[src/design/vpsc_pkg.sv]
`timescale 1ns / 1ps
// types and constants shared by the length-prefixed utf-8 string checker
// no dependencies
package vpsc_pkg;

  // most bytes in one length prefix
  localparam int unsigned PREFIX_MAX_BYTES = 5;
  localparam int unsigned PIDX_W = 3;
  localparam int unsigned LEN_W = 17;
  localparam int unsigned MAXC_W = 15;
  localparam logic [MAXC_W-1:0] MAX_CHARS_RST = 15'h7fff;

  // register indexes
  localparam logic REG_MAX_CHARS = 1'b0;

  typedef enum logic [2:0] {
    ST_OK        = 3'd0,
    ST_TOO_LONG  = 3'd1,
    ST_NEGATIVE  = 3'd2,
    ST_TOO_MANY  = 3'd3,
    ST_OVERFLOW  = 3'd4
  } status_t;

  typedef enum logic {
    PH_PREFIX  = 1'b0,
    PH_PAYLOAD = 1'b1
  } phase_t;

  typedef struct packed {
    logic             has_data;
    logic [7:0]       data_byte;
    logic             last;
    status_t          status;
    logic [LEN_W-1:0] char_count;
    logic [LEN_W-1:0] byte_length;
  } res_t;

endpackage

[src/design/vpsc_regs.sv]
`timescale 1ns / 1ps
// apb-style configuration register file: max_chars
// depends on vpsc_pkg
module vpsc_regs (
  input  logic                              clk,
  input  logic                              rst,
  input  logic                              psel,
  input  logic                              penable,
  input  logic                              pwrite,
  input  logic [2:0]                        paddr,
  input  logic [31:0]                       pwdata,
  output logic [31:0]                       prdata,
  output logic                              pready,
  output logic [vpsc_pkg::MAXC_W-1:0]       max_chars
);

  logic wr;

  assign pready = 1'b1;
  assign wr = psel && penable && pwrite;

  always_ff @(posedge clk) begin
    if (rst) begin
      max_chars <= vpsc_pkg::MAX_CHARS_RST;
    end else if (wr && paddr[2] == vpsc_pkg::REG_MAX_CHARS) begin
      max_chars <= pwdata[vpsc_pkg::MAXC_W-1:0];
    end
  end

  always_comb begin
    prdata = '0;
    if (paddr[2] == vpsc_pkg::REG_MAX_CHARS) begin
      prdata = {{(32 - vpsc_pkg::MAXC_W){1'b0}}, max_chars};
    end
  end

endmodule

[src/design/vpsc_step.sv]
`timescale 1ns / 1ps
// per-byte decoder: prefix accumulation, length checks, payload count
// depends on vpsc_pkg
module vpsc_step (
  input  logic                              clk,
  input  logic                              rst,
  input  logic                              fire,
  input  logic [7:0]                        in_byte,
  input  logic                              end_of_data,
  input  logic [vpsc_pkg::MAXC_W-1:0]       max_chars,
  output logic                              res_valid,
  output vpsc_pkg::res_t                    res
);

  localparam int unsigned LW = vpsc_pkg::LEN_W;
  localparam int unsigned PW = vpsc_pkg::PIDX_W;

  vpsc_pkg::phase_t phase, phase_next;
  logic [31:0]      length_accum, length_accum_next;
  logic [PW-1:0]    prefix_idx, prefix_idx_next;
  logic [LW-1:0]    bytes_left, bytes_left_next;
  logic [LW-1:0]    chars_seen, chars_seen_next;

  logic [31:0]      part;
  logic [31:0]      acc_new;
  logic [PW-1:0]    idx_inc;
  logic [4:0]       shamt;
  logic [LW-1:0]    limit;
  logic [LW-1:0]    chars_inc;
  logic [LW-1:0]    left_dec;

  always_ff @(posedge clk) begin
    if (rst) begin
      phase        <= vpsc_pkg::PH_PREFIX;
      length_accum <= '0;
      prefix_idx   <= '0;
      bytes_left   <= '0;
      chars_seen   <= '0;
    end else if (fire) begin
      phase        <= phase_next;
      length_accum <= length_accum_next;
      prefix_idx   <= prefix_idx_next;
      bytes_left   <= bytes_left_next;
      chars_seen   <= chars_seen_next;
    end
  end

  always_comb begin
    shamt     = 5'(prefix_idx) * 5'd7;
    part      = {25'd0, in_byte[6:0]} << shamt;
    acc_new   = length_accum | part;
    idx_inc   = prefix_idx + 1'b1;
    limit     = {max_chars, 2'b00};
    chars_inc = chars_seen + ((in_byte[7:6] != 2'b10) ? LW'(1) : LW'(0));
    left_dec  = bytes_left - 1'b1;

    phase_next        = phase;
    length_accum_next = length_accum;
    prefix_idx_next   = prefix_idx;
    bytes_left_next   = bytes_left;
    chars_seen_next   = chars_seen;
    res_valid         = 1'b0;
    res               = '0;

    case (phase)
      vpsc_pkg::PH_PAYLOAD: begin
        res_valid = 1'b1;
        if (end_of_data) begin
          res.last          = 1'b1;
          res.status        = vpsc_pkg::ST_OVERFLOW;
          res.char_count    = chars_seen;
          res.byte_length   = length_accum[LW-1:0];
          phase_next        = vpsc_pkg::PH_PREFIX;
          length_accum_next = '0;
          prefix_idx_next   = '0;
          bytes_left_next   = '0;
          chars_seen_next   = '0;
        end else begin
          res.has_data    = 1'b1;
          res.data_byte   = in_byte;
          res.char_count  = chars_inc;
          res.byte_length = length_accum[LW-1:0];
          chars_seen_next = chars_inc;
          bytes_left_next = left_dec;
          if (left_dec == '0) begin
            res.last = 1'b1;
            if (chars_inc > {2'b00, max_chars}) begin
              res.status = vpsc_pkg::ST_TOO_MANY;
            end
            phase_next        = vpsc_pkg::PH_PREFIX;
            length_accum_next = '0;
            prefix_idx_next   = '0;
            bytes_left_next   = '0;
            chars_seen_next   = '0;
          end
        end
      end
      vpsc_pkg::PH_PREFIX: begin
        if (end_of_data) begin
          // nothing read yet: between strings, no transfer
          if (prefix_idx != '0) begin
            res_valid         = 1'b1;
            res.last          = 1'b1;
            res.status        = vpsc_pkg::ST_OVERFLOW;
            length_accum_next = '0;
            prefix_idx_next   = '0;
          end
        end else if (in_byte[7] && idx_inc < PW'(vpsc_pkg::PREFIX_MAX_BYTES)) begin
          length_accum_next = acc_new;
          prefix_idx_next   = idx_inc;
        end else begin
          length_accum_next = '0;
          prefix_idx_next   = '0;
          if (!acc_new[31] && acc_new[30:0] > {14'd0, limit}) begin
            res_valid  = 1'b1;
            res.last   = 1'b1;
            res.status = vpsc_pkg::ST_TOO_LONG;
          end else if (acc_new[31]) begin
            res_valid  = 1'b1;
            res.last   = 1'b1;
            res.status = vpsc_pkg::ST_NEGATIVE;
          end else if (acc_new == '0) begin
            res_valid  = 1'b1;
            res.last   = 1'b1;
          end else begin
            phase_next        = vpsc_pkg::PH_PAYLOAD;
            length_accum_next = {15'd0, acc_new[LW-1:0]};
            bytes_left_next   = acc_new[LW-1:0];
            chars_seen_next   = '0;
          end
        end
      end
      default: begin
        phase_next = vpsc_pkg::PH_PREFIX;
      end
    endcase
  end

  a_err_is_last: assert property (@(posedge clk) disable iff (rst)
    res_valid && res.status != vpsc_pkg::ST_OK |-> res.last)
    else $error("error result without last");

  a_payload_left: assert property (@(posedge clk) disable iff (rst)
    phase == vpsc_pkg::PH_PAYLOAD |-> bytes_left != '0)
    else $error("payload phase with no bytes left");

  a_last_to_prefix: assert property (@(posedge clk) disable iff (rst)
    fire && res_valid && res.last |=> phase == vpsc_pkg::PH_PREFIX && prefix_idx == '0)
    else $error("final result did not return to prefix");

  a_prefix_clean: assert property (@(posedge clk) disable iff (rst)
    phase == vpsc_pkg::PH_PREFIX |-> chars_seen == '0 && bytes_left == '0)
    else $error("stale payload counters in prefix phase");

endmodule

[src/design/varint_prefixed_utf8_string_checker_unit.sv]
`timescale 1ns / 1ps
// top level of the length-prefixed utf-8 string checker
// depends on vpsc_pkg, vpsc_regs, vpsc_step
//
//  channel  direction  handshake             payload
//  in       sink       in_valid / in_ready   in_byte, end_of_data
//  out      source     out_valid / out_ready has_data, data_byte, last, status,
//                                            char_count, byte_length
//  cfg      apb slave  psel/penable/pready   paddr, pwdata, prdata (max_chars)
//
// one byte per cycle sustained while out_ready is high; a byte's result passes from the
// input register through the decode step into the result register
// the decode state (phase, length, counters) lives in one registered feedback loop
// rst is synchronous: state returns to reading a length prefix, max_chars to 32767
// a stalled result holds in the result register while the input register keeps
// one more byte; in_ready drops only when both are full and out_ready is low
module varint_prefixed_utf8_string_checker_unit (
  input  logic                           clk,
  input  logic                           rst,
  // byte stream in
  input  logic                           in_valid,
  output logic                           in_ready,
  input  logic [7:0]                     in_byte,
  input  logic                           end_of_data,
  // results out
  output logic                           out_valid,
  input  logic                           out_ready,
  output logic                           has_data,
  output logic [7:0]                     data_byte,
  output logic                           last,
  output logic [2:0]                     status,
  output logic [vpsc_pkg::LEN_W-1:0]     char_count,
  output logic [vpsc_pkg::LEN_W-1:0]     byte_length,
  // configuration
  input  logic                           psel,
  input  logic                           penable,
  input  logic                           pwrite,
  input  logic [2:0]                     paddr,
  input  logic [31:0]                    pwdata,
  output logic [31:0]                    prdata,
  output logic                           pready
);

  // input register
  logic                          in_full;
  logic [7:0]                    in_byte_q;
  logic                          in_eod_q;

  // result register
  vpsc_pkg::res_t                out_q;

  logic                          advance;
  logic                          res_valid;
  vpsc_pkg::res_t                res;
  logic [vpsc_pkg::MAXC_W-1:0]   max_chars;

  // the held byte moves on when the result register is free or being drained
  assign advance  = in_full && (!out_valid || out_ready);
  assign in_ready = !in_full || advance;

  always_ff @(posedge clk) begin
    if (rst) begin
      in_full <= 1'b0;
    end else if (in_valid && in_ready) begin
      in_full <= 1'b1;
    end else if (advance) begin
      in_full <= 1'b0;
    end
  end

  // payload of the input register, no reset needed
  always_ff @(posedge clk) begin
    if (in_valid && in_ready) begin
      in_byte_q <= in_byte;
      in_eod_q  <= end_of_data;
    end
  end

  vpsc_regs u_regs (
    .clk       (clk),
    .rst       (rst),
    .psel      (psel),
    .penable   (penable),
    .pwrite    (pwrite),
    .paddr     (paddr),
    .pwdata    (pwdata),
    .prdata    (prdata),
    .pready    (pready),
    .max_chars (max_chars)
  );

  vpsc_step u_step (
    .clk         (clk),
    .rst         (rst),
    .fire        (advance),
    .in_byte     (in_byte_q),
    .end_of_data (in_eod_q),
    .max_chars   (max_chars),
    .res_valid   (res_valid),
    .res         (res)
  );

  // result register: a new result loads when the step fires with one
  always_ff @(posedge clk) begin
    if (rst) begin
      out_valid <= 1'b0;
    end else if (advance && res_valid) begin
      out_valid <= 1'b1;
    end else if (out_ready) begin
      out_valid <= 1'b0;
    end
  end

  always_ff @(posedge clk) begin
    if (advance && res_valid) begin
      out_q <= res;
    end
  end

  assign has_data    = out_q.has_data;
  assign data_byte   = out_q.data_byte;
  assign last        = out_q.last;
  assign status      = out_q.status;
  assign char_count  = out_q.char_count;
  assign byte_length = out_q.byte_length;

  // a stalled result must never be overwritten
  a_no_overwrite: assert property (@(posedge clk) disable iff (rst)
    out_valid && !out_ready |-> !advance)
    else $error("result register overwritten while stalled");

  // a full input register with a free output side always drains
  a_drain: assert property (@(posedge clk) disable iff (rst)
    in_full && !out_valid |=> !in_full || $past(in_valid && in_ready))
    else $error("input register failed to drain");

  // a data-carrying transfer always reports a nonzero declared length
  a_len_nonzero: assert property (@(posedge clk) disable iff (rst)
    out_valid && has_data |-> byte_length != '0)
    else $error("payload byte with zero length");

endmodule
[config.mk]
export PLATFORM = sky130hd
export DESIGN_NAME = varint_prefixed_utf8_string_checker_unit
export DESIGN_NICKNAME = d
export VERILOG_FILES = /design/src/design/vpsc_pkg.sv /design/src/design/vpsc_regs.sv /design/src/design/vpsc_step.sv /design/src/design/varint_prefixed_utf8_string_checker_unit.sv
export SDC_FILE = /design/constraint.sdc
export NUM_CORES = 1
export LEC_CHECK = 0
export BUFFER_PORTS_ARGS = -buffer_cell sky130_fd_sc_hd__buf_4
export CELL_PAD_IN_SITES_DETAIL_PLACEMENT = 2
export CELL_PAD_IN_SITES_GLOBAL_PLACEMENT = 2
export CORE_UTILIZATION = 35
export DETAILED_ROUTE_END_ITERATION = 12
export PLACE_DENSITY_LB_ADDON = 0.2
export SLEW_MARGIN = 5
export SYNTH_ARGS = -nofsm -noshare
export SYNTH_HDL_FRONTEND = slang
export SYNTH_SLANG_ARGS = --single-unit
export TNS_END_PERCENT = 10
[constraint.sdc]
create_clock -name clk -period 8.58 [get_ports clk]
set_input_delay 1.716 -clock clk [delete_from_list [all_inputs] [get_ports clk]]
set_output_delay 1.716 -clock clk [all_outputs]
set_load 0.02 [all_outputs]
; ---- Word-level counts from Yosys, hierarchy flattened
; Index checks and enable logic that the tools add are counted.
[word_totals]
regBits = 143
input_bits = 51
output_inout_bits = 82
elab_cells = 118
[op_classes]
n_addsub = 3
n_mul = 1
order_cmp = 3
n_eq_ne = 8
shifts = 1
mux = 62
bitwise = 3
n_reduce_logical = 21
[ops]
columns = cell, count
row1 = $mux 17, 15
row2 = $mux 32, 7
row3 = $pmux 17 s2, 2
row4 = $pmux 32 s2, 1
row5 = $mux 38, 1
row6 = $logic_not 32->1, 1
row7 = $or 32x32->32, 1
row8 = $shl 7x5->32, 1
row9 = $gt 31x17->1, 1
row10 = $mux 4, 5
row11 = $mux 1, 18
row12 = $add 17x17->17, 1
row13 = $gt 17x15->1, 1
row14 = $logic_not 17->1, 1
row15 = $sub 17x1->17 const B, 1
row16 = $mux 15, 1
row17 = $mux 3, 5
row18 = $ne 2x2->1 const B, 6
row19 = $mux 9, 1
row20 = $logic_and 1x1->1, 8
row21 = $pmux 4 s2, 1
row22 = $pmux 3 s2, 1
row23 = $reduce_and 6->1, 1
row24 = $mul 3x3->5 const B, 1
row25 = 13 further kinds, 20

; ---- Longest topological paths before layout
; Gate-level depths: netlist (run 1).
[logic_depth]
ltp_word = 12
mapped_depth = 22
ltp_nobuf = 19

; ---- Hierarchy
; From an unflattened synthesis (run 1), not the netlist that was laid out.
[unflattened]
cells_unflattened = 1001
hier_area_um2 = 8739.6
[by_module_without_submodules]
columns = module, n_inst, cells_per_inst, area_each_um2, seq_area_each_um2
row1 = vpsc_step, 1, 832, 6087.1, 1401.3
row2 = varint_prefixed_utf8_string_checker_unit, 1, 67, 1784.2, 1721.7
row3 = vpsc_regs, 1, 102, 868.3, 300.3

; ---- Worst setup path before layout (run 1)
; No wires, ideal clock.
[synth_path]
path_kind = register to register
startpoint = reg u_step.prefix_idx[0]
endpoint = reg out_q (netlist bit byte_length[0]) (enable)
setup_time_ns = 0.452
arrival_time_ns = 5.912
t_required_ns = 8.128
path_slack_ns = 2.217
path_stages_with_launch = 18
path_buffers = 0
synth_period_minus_slack_ns = 6.363
cell_sequence = dfxtp_1 -> fa_1 -> ha_1 -> inv_1 -> fa_1 -> xnor2_1 -> nor2_1 -> a221oi_1 -> inv_1 -> ha_1 -> nand4_1 -> nor4_1 -> a32o_1 -> a31oi_1 -> nor4_1 -> o211ai_2 -> a311oi_1 -> nor2_1
[synth_between]
elab_chain_cells = 11
elab_cells_between_ends = 19
classes_between = 1 x add/sub / 1 x mul / 2 x order compare / 1 x shift / 7 x mux / 1 x bitwise / 6 x reduce/logical
[synth_rtl]
columns = item, line_no
row1 = from (decl), vpsc_step.sv:20  ; logic [PW-1:0] prefix_idx, prefix_idx_next;
row2 = from (signal assigned), vpsc_step.sv:42  ; prefix_idx <= prefix_idx_next;
row3 = branches (longest 8 deep; another with $gt 31x17->1), -
row4 = $mux 1 (*), vpsc_step.sv:99  ; if (end_of_data) begin
row5 = $pmux 1 s2 (*), vpsc_step.sv:65  ; case (phase)
row6 = $logic_and 1x1->1 (*), varint_prefixed_utf8_string_checker_unit.sv:115  ; if (advance && res_valid) begin
row7 = to (signal assigned), varint_prefixed_utf8_string_checker_unit.sv:116  ; out_q <= res;
row8 = to (decl), varint_prefixed_utf8_string_checker_unit.sv:50  ; vpsc_pkg::res_t out_q;
; Every way passes the cells marked *.
; A chain may end at the register's enable or synchronous reset.

; ---- Worst setup path in the final report (run 1)
[layout_path]
startpoint = reg u_step.prefix_idx[0]
endpoint = reg out_q (netlist bit byte_length[5]) (enable)
; The elaborated chain is that of the path after synthesis.

==> results of run 1 <==
==> how the worst max path moves through the flow <==
stage / startpoint / endpoint / slack, ns
4_1_cts: u_step.prefix_idx[0] / byte_length[5] / 1.11
3_5_place_dp: u_step.prefix_idx[0] / byte_length[11] / 1.27
5_1_grt: u_step.prefix_idx[0] / byte_length[4] / 0.58
2_1_floorplan: u_step.prefix_idx[0] / byte_length[0] / 2.22
3_3_place_gp: u_step.prefix_idx[0] / byte_length[13] / 1.49
6_report: u_step.prefix_idx[0] / byte_length[5] / 0.99
==> final cells by class <==
type / count / area [µm²] / area share
clock buffer: 19 / 433 / 0.0434
clock inverter: 13 / 164 / 0.0164
inverter: 48 / 180 / 0.0180
multi-input combinational: 736 / 4580 / 0.459
sequential: 143 / 3420 / 0.343
tap: 319 / 399 / 0.0400
timing repair buffer: 107 / 803 / 0.0804
==> layer usage <==
metal | up-vias | part of all wire | GRT usage
met1 | 3995 | 0.48 | 0.352
li1 | 3651 | - | -
met4 | 0 | 0.014 | 0.0661
met2 | 177 | 0.46 | 0.408
met3 | 39 | 0.040 | 0.0411
met5 | - | 0 | 0
==> metrics by stage <==
stage / std cells / hold WS [ns] / utilization / total power (W)
6_report: 1385 / 0.458 / 0.422 / 0.00174
5_1_grt: 1385 / 0.487 / 0.422 / 0.00180
4_1_cts: 1385 / 0.459 / 0.422 / 0.00175
3_5_place_dp: 1353 / 0.451 / 0.396 / 0.000971
3_3_place_gp: 1353 / 0.436 / 0.396 / 0.000964
2_1_floorplan: 1003 / 0.425 / - / 0.000894
==> registers in the layout (all words and copies together), names as in the netlist <==
name,flops
byte_length,17
char_count,17
data_byte,8
has_data,1
in_byte_q,8
in_eod_q,1
in_full,1
last,1
out_valid,1
status,3
u_regs.max_chars,15
u_step.bytes_left,17
u_step.chars_seen,17
u_step.length_accum,32
u_step.phase,1
u_step.prefix_idx,3
==> cell families (layout without fill, tap and decap cells) <==
kind of cell             count (synthesis)  count (layout)  share of synthesized area
AO/OA/AOI/OAI                          238             238                      0.177
XOR/XNOR                                32              32                     0.0330
adder cells (fa/ha/maj)                 40              40                     0.0606
buffers and inverters                  124             187                     0.0675
flip-flops                             143             143                      0.402
multiplexers                            21              21                     0.0300
other                                    2              18                   0.000883
AND/OR/NAND/NOR                        387             387                      0.228
==> worst register-to-register path: stages (launching register included) <==
cell	delay, ns
sky130_fd_sc_hd__dfxtp_1	0.96
sky130_fd_sc_hd__fa_1	0.57
sky130_fd_sc_hd__ha_1	0.87
sky130_fd_sc_hd__inv_1	0.36
sky130_fd_sc_hd__mux4_2	0.65
sky130_fd_sc_hd__a21oi_1	0.50
sky130_fd_sc_hd__inv_1	0.14
sky130_fd_sc_hd__ha_1	0.37
sky130_fd_sc_hd__nand3_1	0.10
sky130_fd_sc_hd__nor4_1	0.21
sky130_fd_sc_hd__a32o_1	0.22
sky130_fd_sc_hd__a31oi_1	0.08
sky130_fd_sc_hd__nor4_1	0.55
sky130_fd_sc_hd__o211ai_2	0.28
sky130_fd_sc_hd__a311oi_1	0.76
sky130_fd_sc_hd__nor2_4	0.30
sky130_fd_sc_hd__buf_4	0.35
==> power groups by stage <==
stage	clock network [W]	registers [W]	logic, W
4_1_cts	0.000793	0.000736	0.000224
5_1_grt	0.000822	0.000738	0.000242
6_report	0.000779	0.000736	0.000224
2_1_floorplan	0	0.000752	0.000142
3_3_place_gp	0	0.000750	0.000215
3_5_place_dp	0	0.000750	0.000220
==> cells in the mapped netlist, types with 10 or more instances <==
master,number,area (µm²)
sky130_fd_sc_hd__buf_4,19,143
sky130_fd_sc_hd__nor2b_1,11,68.8
sky130_fd_sc_hd__or3_1,13,81.3
sky130_fd_sc_hd__inv_1,46,173
sky130_fd_sc_hd__nor4_1,14,87.6
sky130_fd_sc_hd__o21ai_0,42,210
sky130_fd_sc_hd__and2_1,25,156
sky130_fd_sc_hd__edfxtp_1,56,1680
sky130_fd_sc_hd__o211ai_1,16,120
sky130_fd_sc_hd__a31oi_1,10,62.6
sky130_fd_sc_hd__o21ai_1,16,80.1
sky130_fd_sc_hd__clkbuf_1,43,161
sky130_fd_sc_hd__xnor2_1,17,149
sky130_fd_sc_hd__a21oi_1,78,390
sky130_fd_sc_hd__o22ai_1,11,68.8
sky130_fd_sc_hd__nand2_1,90,338
sky130_fd_sc_hd__nor3_1,21,105
sky130_fd_sc_hd__dfxtp_1,87,1740
sky130_fd_sc_hd__nand3_1,31,155
sky130_fd_sc_hd__nor2_1,105,394
sky130_fd_sc_hd__ha_1,38,475
sky130_fd_sc_hd__and3_1,17,106
sky130_fd_sc_hd__xor2_1,15,131
sky130_fd_sc_hd__nand4_1,11,68.8
==> parameters.txt, run 1 <==
Parameter                              Value

STA
  Period Utilization, post-route ... 0.885
  Maximum frequency from static timing analysis ... 132 MHz
  RSZ-0062 raised after global routing ... false
  Post-route worst setup slack ... 0.991 ns
  Final Hold Violating Endpoints ... 0
  Final setup violation count ... 0
  Final sum of negative setup slack ... 0 ns
  Count of final max-slew check failures ... 0
  Worst relative slew slack ... 0.211
  Final clock skew ... 0.0126 ns
  Worst-Margin Slew ... 1.18 ns
  Tmin final ... 7.59 ns

Setup path
  Slowest cell on the critical path ... sky130_fd_sc_hd__dfxtp_1
  Kind of cell with the highest combined delay on the critical path ... compound AO/OA/AOI/OAI gates
  R2R Setup Slk ... 0.99 ns
  Maximum fanout along the worst path ... 27
  Depth of the worst register-to-register path ... 16
  Critical path data arrival time ... 7.73 ns
  Buf/Inv on CP ... 3
  Data required time of the worst path ... 8.72 ns
  Nature of the critical path startpoint ... register
  Reg2reg start ... u_step.prefix_idx[0]
  CP Depth ... 16
  Reg2reg end ... byte_length[5]
  Crit-path max cell delay ... 0.96 ns
  Type of the worst setup path ... reg -> reg
  Cells along the critical path ... fa_1 > ha_1 > inv_1 > mux4_2 > a21oi_1 > inv_1 > ha_1 > nand3_1 > nor4_1 > a32o_1 > a31oi_1 > nor4_1 > o211ai_2 > a311oi_1 > nor2_4 > buf_4
  Critical Path End Type ... register

Final layout
  Total non-filler cell area in the finished layout ... 9990 µm²
  Layout Nets ... 1144
  Most common cell after layout, fill and taps aside ... sky130_fd_sc_hd__buf_4
  Post-synthesis to final-layout area growth ... 17.4%
  Leading cell types in the layout, fill and taps excluded ... sky130_fd_sc_hd__buf_4 (107), sky130_fd_sc_hd__nor2_1 (104), sky130_fd_sc_hd__nand2_1 (90)
  ANT cells ... 0
  Filler instances ... 2694
  Share of post-route cells with drive strength above 1 ... 0.158

Detailed routing
  Total routed wirelength ... 31.1 mm
  Detail-routed net length per standard cell ... 22.5 µm
  Via count ... 7862
  DRC ... 0
  Per-cell via count in the routed design ... 5.68
  Antenna viol nets, final ... 0
  Number of detailed-route iterations in the first pass ... 4
  Number of DRC markers in iteration 0 ... 369

Clock network
  Worst-case clock buffer depth ... 2
  Count of hold-fix buffers inserted at cts ... 0
  TritonCTS clock tree ... built
  Clock root buffer master ... sky130_fd_sc_hd__clkbuf_16
  Clock sink count ... 143
  Inserted Clock Buffers ... 17
  Post-CTS setup buffers ... 0
  Post_cts resized ... 0
  Clock latency on the worst-skew pair ... 0.43 ns
  H-tree Lvls ... 4
  Clock-pin transition on the worst setup and hold timing paths ... 0.07 ns

Synthesis
  Sequential element share of the synthesized area ... 0.402
  Flop and latch count out of synthesis ... 143
  Cell count after synthesis ... 987
  Synth warn ... 0
  Synthesized area ... 8510 µm²
  Average instance area after synthesis ... 8.62 µm²
  Fraction of synthesis flops using an asynchronous set or reset pin ... 0
  Count of unique library cells instantiated by Yosys ... 80
  Most common flop cell mapped by yosys ... sky130_fd_sc_hd__dfxtp_1
  Number of enable-type register cells in the synthesized netlist ... 56

Floorplan
  Y dimension of the die ... 158 µm
  Starting Density ... 0.359
  Floorplan Core Area ... 23700 µm²
  Width of the die ... 158 µm
  Number of top-level design ports ... 133
  Area of the die ... 24900 µm²
  Cell row count ... 56

Power and ir drop
  Net Sw Frac ... 0.278
  Pwr/cell area ... 174 nW/µm²
  Net switching power ... 0.000484 W
  Clock power share ... 0.448
  Internal portion of total power ... 0.00125 W
  P_leak ... 4.05 nW
  Maximum vdd drop ... 94.4 µV
  Sequential share of power ... 0.423
  Fraction of power consumed by combinational cells ... 0.129

Hold path
  Hold Startpoint ... u_step.length_accum[17]
  Worst hold stages ... 2
  Kind of path behind the tightest hold check ... reg -> reg
  Worst min-delay path endpoint ... u_step.length_accum[17]

Global routing
  Total track usage ... 0.254
  Via count of the first global-routing pass ... 7885
  Overflow left after global routing ... 0
  Initial antenna violation count ... 0
  Largest net degree at the start of global routing ... 46
  Wire length of the first global-routing pass ... 47.2 mm

Placement
  HPWL reported at the end of detailed placement ... 21.9 mm
  DP Worst Slack ... 1.27 ns
  Placed instance area ... 9390 µm²
  Count of buffers from port buffering ... 95
  Global placement routability congestion ... 0.817

Run status
  Run status ... finished, final reports clean

Flow run
  Number of max-cap violations ... 0
Note: power is estimated with default switching activity, not from simulation.
==> run 2, diff against run 1 <==
--- a/config.mk
+++ b/config.mk
@@ -5,10 +5,12 @@
 export SDC_FILE = /design/constraint.sdc
 export NUM_CORES = 1
 export LEC_CHECK = 0
+export ABC_AREA = 1
 export BUFFER_PORTS_ARGS = -buffer_cell sky130_fd_sc_hd__buf_4
 export CELL_PAD_IN_SITES_DETAIL_PLACEMENT = 2
 export CELL_PAD_IN_SITES_GLOBAL_PLACEMENT = 2
-export CORE_UTILIZATION = 35
+export CORE_MARGIN = 5
+export CORE_UTILIZATION = 33
 export DETAILED_ROUTE_END_ITERATION = 12
 export PLACE_DENSITY_LB_ADDON = 0.2
 export SLEW_MARGIN = 5
==> run 2 against run 1 <==
Net effect:
- clock power is essentially flat
- cell count increased by 17%
- critical endpoint is now char_count[0]
- sequential share of layout area down 0.82 points
==> parameters.txt, run 2 <==
Parameter                              Value

Run status
  Run status ... finished, final reports clean

Synthesis
  Sequential element share of the synthesized area ... 0.389
  Area fraction in compound gates after synthesis ... 0.106
  Flop and latch count out of synthesis ... 143
  Cell count after synthesis ... 1203
  Fraction of post-synthesis cell area in the top cell type by area ... 0.198
  Most used standard cell by instance count after synthesis ... sky130_fd_sc_hd__nand2_1
  Mux share of post-synthesis cell area ... 0
  Cell taking the most area after synthesis ... sky130_fd_sc_hd__dfxtp_1
  Synth top cells by count ... sky130_fd_sc_hd__nand2_1 (247), sky130_fd_sc_hd__inv_1 (154), sky130_fd_sc_hd__nor2_1 (136)
  Post-synthesis share of cell area spent on full adders, half adders and majority gates ... 0.0585
  Dominant combinational cell family by area after synthesis ... simple AND/OR/NAND/NOR gates
  Count of unique library cells instantiated by Yosys ... 46
  Number of enable-type register cells in the synthesized netlist ... 56
  Synth warn ... 0
  Area share of and/or/nand/nor cells after synthesis ... 0.302
  Fraction of synthesis flops using an asynchronous set or reset pin ... 0
  Top cells by area, synth ... sky130_fd_sc_hd__dfxtp_1 (20%), sky130_fd_sc_hd__edfxtp_1 (19%), sky130_fd_sc_hd__nand2_1 (11%), sky130_fd_sc_hd__nand3_1 (6.9%), sky130_fd_sc_hd__inv_1 (6.6%)
  Area share of xor/xnor cells in the synthesized design ... 0.0260
  Average instance area after synthesis ... 7.32 µm²
  Synthesized area ... 8810 µm²
  Most common flop cell mapped by yosys ... sky130_fd_sc_hd__dfxtp_1

STA
  Final setup violation count ... 0
  Final sum of negative setup slack ... 0 ns
  Worst-Margin Slew ... 0.959 ns
  Final clock skew ... 0.0169 ns
  Count of final max-slew check failures ... 0
  RSZ-0062 raised after global routing ... false
  Period Utilization, post-route ... 0.695
  Tmin final ... 5.96 ns
  Final Hold Violating Endpoints ... 0
  Worst relative slew slack ... 0.358
  Maximum frequency from static timing analysis ... 168 MHz

Clock network
  Count of hold-fix buffers inserted at cts ... 0
  Post-CTS setup buffers ... 0
  Clock root buffer master ... sky130_fd_sc_hd__clkbuf_16
  Clock sink count ... 143
  TritonCTS clock tree ... built
  Worst-case clock buffer depth ... 2
  Clock-pin transition on the worst setup and hold timing paths ... 0.07 ns
  Inserted Clock Buffers ... 17
  Post_cts resized ... 0
  H-tree Lvls ... 4
  Clock latency on the worst-skew pair ... 0.43 ns

Setup path
  Critical Path End Type ... register
  Maximum fanout along the worst path ... 25
  Data required time of the worst path ... 8.66 ns
  Reg2reg start ... u_step.prefix_idx[0]
  Nature of the critical path startpoint ... register
  R2R Setup Slk ... 2.62 ns
  Type of the worst setup path ... reg -> reg
  Critical path data arrival time ... 6.04 ns
  Depth of the worst register-to-register path ... 24
  Reg2reg end ... char_count[0]

Flow run
  Number of max-cap violations ... 0

Placement
  Placed instance area ... 9630 µm²
  Count of buffers from port buffering ... 95
  HPWL reported at the end of detailed placement ... 23.8 mm
  Placed Instances ... 1585
  Global placement routability congestion ... 0.862

Final layout
  Leading cell types in the layout, fill and taps excluded ... sky130_fd_sc_hd__nand2_1 (247), sky130_fd_sc_hd__inv_1 (153), sky130_fd_sc_hd__nor2_1 (136)
  Final non-filler cell total ... 1617
  Final cell utilization of the core ... 0.390
  Number of flip-flops in the largest register ... 32
  Total non-filler cell area in the finished layout ... 10200 µm²
  Most common cell after layout, fill and taps aside ... sky130_fd_sc_hd__nand2_1
  Share of post-route cells with drive strength above 1 ... 0.140
  Layout Nets ... 1360
  ANT cells ... 0
  Largest Register ... u_step.length_accum
  Post-synthesis to final-layout area growth ... 16.2%

Global routing
  Initial antenna violation count ... 0
  Total track usage ... 0.217
  Largest net degree at the start of global routing ... 65
  Via count of the first global-routing pass ... 9006
  Overflow left after global routing ... 0
  Wire length of the first global-routing pass ... 51.8 mm

Detailed routing
  Total routed wirelength ... 32.8 mm
  Wire length on met3 ... 1.27 mm
  Antenna viol nets, final ... 0
  DRC ... 0
  Via count ... 8378
  Met2 routed WL ... 15.3 mm
  Number of detailed-route iterations in the first pass ... 4
  Highest signal layer in the routed design ... met4
  Detail-routed net length per standard cell ... 20.3 µm
  Per-cell via count in the routed design ... 5.18
  Number of DRC markers in iteration 0 ... 414
  Post-route met1 wirelength ... 15.9 mm

Power and ir drop
  Final total power ... 0.00181 W
  Maximum vdd drop ... 104 µV
  P_leak ... 4.71 nW
  Pwr/cell area ... 177 nW/µm²

Hold path
  Kind of path behind the tightest hold check ... reg -> reg
  Worst hold stages ... 2
  Hold Startpoint ... u_step.length_accum[22]
  Worst min-delay path endpoint ... u_step.length_accum[22]

Floorplan
  Width of the die ... 173 µm
  Starting Density ... 0.336
  Area of the die ... 30100 µm²
  Cell row count ... 59
  Floorplan Core Area ... 26200 µm²
  Y dimension of the die ... 173 µm
  Number of top-level design ports ... 133
## run 2: cells by family (layout without fill, tap and decap cells)
| kind of cell | after synthesis | after routing |
|---|---|---|
| and+or+nand+nor | 589 | 589 |
| buffers and inverters | 233 | 296 |
| AOI/OAI and AO/OA | 172 | 172 |
| DFF | 143 | 143 |
| adders and majority gates | 40 | 40 |
| xor gates and xnor gates | 24 | 24 |
| other | 2 | 18 |
## run 2: worst max path at each step
stage	start	endpoint	cells after the start	slack [ns]
finish	u_step.prefix_idx[0]	char_count[0]	24	2.62
global route	u_step.prefix_idx[0]	byte_length[0]	25	2.19
CTS	u_step.prefix_idx[0]	char_count[11]	24	2.55
detailed placement	u_step.prefix_idx[0]	char_count[6]	24	2.63
global placement	u_step.prefix_idx[0]	char_count[2]	20	2.82
floorplan	u_step.prefix_idx[0]	byte_length[0]	24	3.74
## run 2: final cells by class
class | count | area, µm²
fill | 3118 | 16000
multi-input combinational | 843 | 4410
sequential | 143 | 3420
timing repair buffer | 104 | 781
inverter | 160 | 603
clock buffer | 21 | 472
tap | 335 | 419
clock inverter | 11 | 129
## run 2: critical path: stages, from the launching register on
cell and delay, ns:
sky130_fd_sc_hd__dfxtp_1 0.46, sky130_fd_sc_hd__fa_1 0.61, sky130_fd_sc_hd__ha_1 0.16, sky130_fd_sc_hd__inv_1 0.05, sky130_fd_sc_hd__fa_1 0.44, sky130_fd_sc_hd__xnor2_4 0.56, sky130_fd_sc_hd__inv_2 0.29, sky130_fd_sc_hd__nand3_1 0.22
sky130_fd_sc_hd__nand2_1 0.11, sky130_fd_sc_hd__ha_1 0.31, sky130_fd_sc_hd__nand2_1 0.10, sky130_fd_sc_hd__nor4_1 0.27, sky130_fd_sc_hd__o21ai_0 0.12, sky130_fd_sc_hd__nand2_1 0.11, sky130_fd_sc_hd__nand2_1 0.09, sky130_fd_sc_hd__nand2_1 0.07
sky130_fd_sc_hd__nor2_1 0.07, sky130_fd_sc_hd__nand3_1 0.10, sky130_fd_sc_hd__nand2_2 0.09, sky130_fd_sc_hd__nand3_4 0.12, sky130_fd_sc_hd__nand2_1 0.10, sky130_fd_sc_hd__nand2_1 0.08, sky130_fd_sc_hd__nand2_1 0.08, sky130_fd_sc_hd__inv_2 0.45
sky130_fd_sc_hd__buf_4 0.47
## run 2: power by group
part	switching, W	total, W	internal [W]
sequential	0.0000130	0.000737	0.000724
combinational	0.000209	0.000296	0.0000865
clock	0.000319	0.000776	0.000456
total	0.000541	0.00181	0.00127
## run 2: per-layer routing
metal | vias to the layer above | GRT usage
met5 | - | 0
met4 | 0 | 0.0422
met3 | 13 | 0.0268
met2 | 162 | 0.366
met1 | 4185 | 0.302
li1 | 4018 | -
## run 2: metrics by stage
stage	setup WS, ns	hold WS (ns)
after floorplan	3.74	0.443
after global placement	2.82	0.452
after detailed placement	2.63	0.461
after CTS	2.55	0.471
after global routing	2.19	0.489
final	2.62	0.467
==> run 3, diff against run 2 <==
==> constraint.sdc (replaced) <==
create_clock -name clk -period 5.63 [get_ports clk]
set_input_delay 1.126 -clock clk [delete_from_list [all_inputs] [get_ports clk]]
set_output_delay 1.126 -clock clk [all_outputs]
set_load 0.02 [all_outputs]
==> run 3 against run 2 <==
Net effect:
- combinational power increased by 54%
- clock-buffer cell count down 4
- utilization grew 0.33 points
- clock skew shrank 0.0039 ns
- sequential cell count did not move
- fmax rose by 22%
- largest cell class unchanged
- largest power group is now registers
- highest routed layer unchanged
==> parameters.txt, run 3 (synthesized netlist as in run 2, its figures left out) <==
Parameter                              Value

Setup path
  Data required time of the worst path ... 5.72 ns
  Maximum fanout along the worst path ... 22
  Critical Path End Type ... register
  Reg2reg start ... u_step.prefix_idx[2]
  Nature of the critical path startpoint ... register
  Critical path data arrival time ... 4.99 ns
  Type of the worst setup path ... reg -> reg
  Critical path launch point ... u_step.prefix_idx[2]

STA
  Count of final max-slew check failures ... 0
  Worst-Margin Slew ... 0.794 ns
  Tmin final ... 4.90 ns
  Final sum of negative setup slack ... 0 ns
  Period Utilization, post-route ... 0.870
  Final setup violation count ... 0
  Final clock skew ... 0.0129 ns
  Worst relative slew slack ... 0.471
  Post-route worst setup slack ... 0.731 ns
  Maximum frequency from static timing analysis ... 204 MHz
  Final Hold Violating Endpoints ... 0
  RSZ-0062 raised after global routing ... false

Placement
  HPWL reported at the end of detailed placement ... 23.9 mm
  DP Worst Slack ... 0.776 ns
  Placed Instances ... 1597
  Count of buffers from port buffering ... 95
  Global placement routability congestion ... 0.848
  Placed instance area ... 9760 µm²

Detailed routing
  DRC ... 0
  Via count ... 8422
  Detail-routed net length per standard cell ... 20.1 µm
  Antenna viol nets, final ... 0
  Number of DRC markers in iteration 0 ... 516
  Number of detailed-route iterations in the first pass ... 5
  Total routed wirelength ... 32.7 mm
  Per-cell via count in the routed design ... 5.17

Final layout
  Final non-filler cell total ... 1629
  Total non-filler cell area in the finished layout ... 10300 µm²
  Leading cell types in the layout, fill and taps excluded ... sky130_fd_sc_hd__nand2_1 (247), sky130_fd_sc_hd__inv_1 (153), sky130_fd_sc_hd__nor2_1 (136)
  Area of the multi-input gates ... 4410 µm²
  Most common cell after layout, fill and taps aside ... sky130_fd_sc_hd__nand2_1
  Number of flip-flops in the largest register ... 32
  ANT cells ... 0
  Largest Register ... u_step.length_accum
  Post-synthesis to final-layout area growth ... 17.1%
  FF/Latch Area ... 3420 µm²
  Final cell utilization of the core ... 0.394
  Share of post-route cells with drive strength above 1 ... 0.148
  Filler instances ... 3127
  Layout Nets ... 1372

Global routing
  Total track usage ... 0.216
  Via count of the first global-routing pass ... 9070
  Wire length of the first global-routing pass ... 51.7 mm
  Overflow left after global routing ... 0
  Largest net degree at the start of global routing ... 65
  Initial antenna violation count ... 1

Clock network
  Count of hold-fix buffers inserted at cts ... 0
  TritonCTS clock tree ... built
  Worst-case clock buffer depth ... 2
  Post-CTS setup buffers ... 0
  Post_cts resized ... 0
  Clock root buffer master ... sky130_fd_sc_hd__clkbuf_16
  Clock latency on the worst-skew pair ... 0.43 ns
  Clock-pin transition on the worst setup and hold timing paths ... 0.07 ns
  Inserted Clock Buffers ... 17
  Clock sink count ... 143
  H-tree Lvls ... 4

Hold path
  Kind of path behind the tightest hold check ... reg -> reg
  Hold Startpoint ... u_step.length_accum[31]

Power and ir drop
  Net Sw Frac ... 0.312
  Clock power share ... 0.414
  Pwr/cell area ... 261 nW/µm²
  P_leak ... 4.77 nW
  Internal portion of total power ... 0.00185 W
  Maximum vdd drop ... 112 µV
  Sequential share of power ... 0.417
  Fraction of power consumed by combinational cells ... 0.169
  Net switching power ... 0.000842 W

Floorplan
  Starting Density ... 0.336
  Y dimension of the die ... 173 µm
  Cell row count ... 59
  Number of top-level design ports ... 133
  Width of the die ... 173 µm
  Floorplan Core Area ... 26200 µm²
  Area of the die ... 30100 µm²

Run status
  Run status ... finished, final reports clean

Flow run
  Number of max-cap violations ... 0
-- run 3: area by class of cell --
| type | count | share of cell area |
|---|---|---|
| Multi-Input combinational cell | 843 | 0.427 |
| Sequential cell | 143 | 0.332 |
| Timing Repair Buffer | 116 | 0.0880 |
| Inverter | 160 | 0.0584 |
| Clock buffer | 17 | 0.0412 |
| Tap cell | 335 | 0.0406 |
| Clock inverter | 15 | 0.0130 |
-- run 3: worst max-delay path: stages (launching register included) --
cell,delay (ns)
sky130_fd_sc_hd__dfxtp_1,0.45
sky130_fd_sc_hd__fa_1,0.46
sky130_fd_sc_hd__ha_1,0.22
sky130_fd_sc_hd__inv_1,0.07
sky130_fd_sc_hd__fa_1,0.59
sky130_fd_sc_hd__inv_1,0.14
sky130_fd_sc_hd__buf_4,0.18
sky130_fd_sc_hd__nand3_1,0.12
sky130_fd_sc_hd__nand3_1,0.17
sky130_fd_sc_hd__nand2_1,0.11
sky130_fd_sc_hd__ha_1,0.31
sky130_fd_sc_hd__nand2_1,0.09
sky130_fd_sc_hd__nor4_1,0.26
sky130_fd_sc_hd__o21ai_0,0.13
sky130_fd_sc_hd__nand2_1,0.10
sky130_fd_sc_hd__nand2_1,0.07
sky130_fd_sc_hd__nand2_1,0.06
sky130_fd_sc_hd__nor2_1,0.05
sky130_fd_sc_hd__nand3_1,0.08
sky130_fd_sc_hd__nand2_2,0.08
sky130_fd_sc_hd__nand3_4,0.12
sky130_fd_sc_hd__nand2_1,0.08
sky130_fd_sc_hd__nand2_1,0.09
sky130_fd_sc_hd__nand2_1,0.10
sky130_fd_sc_hd__inv_2,0.09
sky130_fd_sc_hd__buf_4,0.33
-- run 3: power groups by stage --
stage,Sequential [W],Combinational (W),Clock [W]
after global routing,0.00113,0.000503,0.00119
after CTS,0.00112,0.000459,0.00114
after global placement,0.00115,0.000442,0
after detailed placement,0.00115,0.000455,0
final,0.00112,0.000456,0.00112
after floorplan,0.00115,0.000293,0
-- run 3: final timing paths --
| check | to | slack, ns | cells past startpoint |
|---|---|---|---|
| worst max-delay path | byte_length[7] | 0.73 | 25 |
| worst max register to register | byte_length[7] | 0.73 | 25 |
| worst min-delay path | u_step.length_accum[31] | 0.47 | 2 |
| worst min register to register | u_step.length_accum[31] | 0.47 | 2 |
-- run 3: stage by stage --
| step | hold slack, ns | power [W] |
|---|---|---|
| 3_3_place_gp | 0.452 | 0.00159 |
| 2_1_floorplan | 0.443 | 0.00145 |
| 5_1_grt | 0.488 | 0.00282 |
| 3_5_place_dp | 0.458 | 0.00160 |
| 6_report | 0.466 | 0.00270 |
| 4_1_cts | 0.469 | 0.00272 |
-- run 3: metal layers --
layer  up-vias  wire [µm]  global-route usage
met3        31       1110              0.0308
met5         -          0                   0
met4         0        428              0.0505
met1      4192      16000               0.299
met2       152      15200               0.359
li1       4047          -                   -
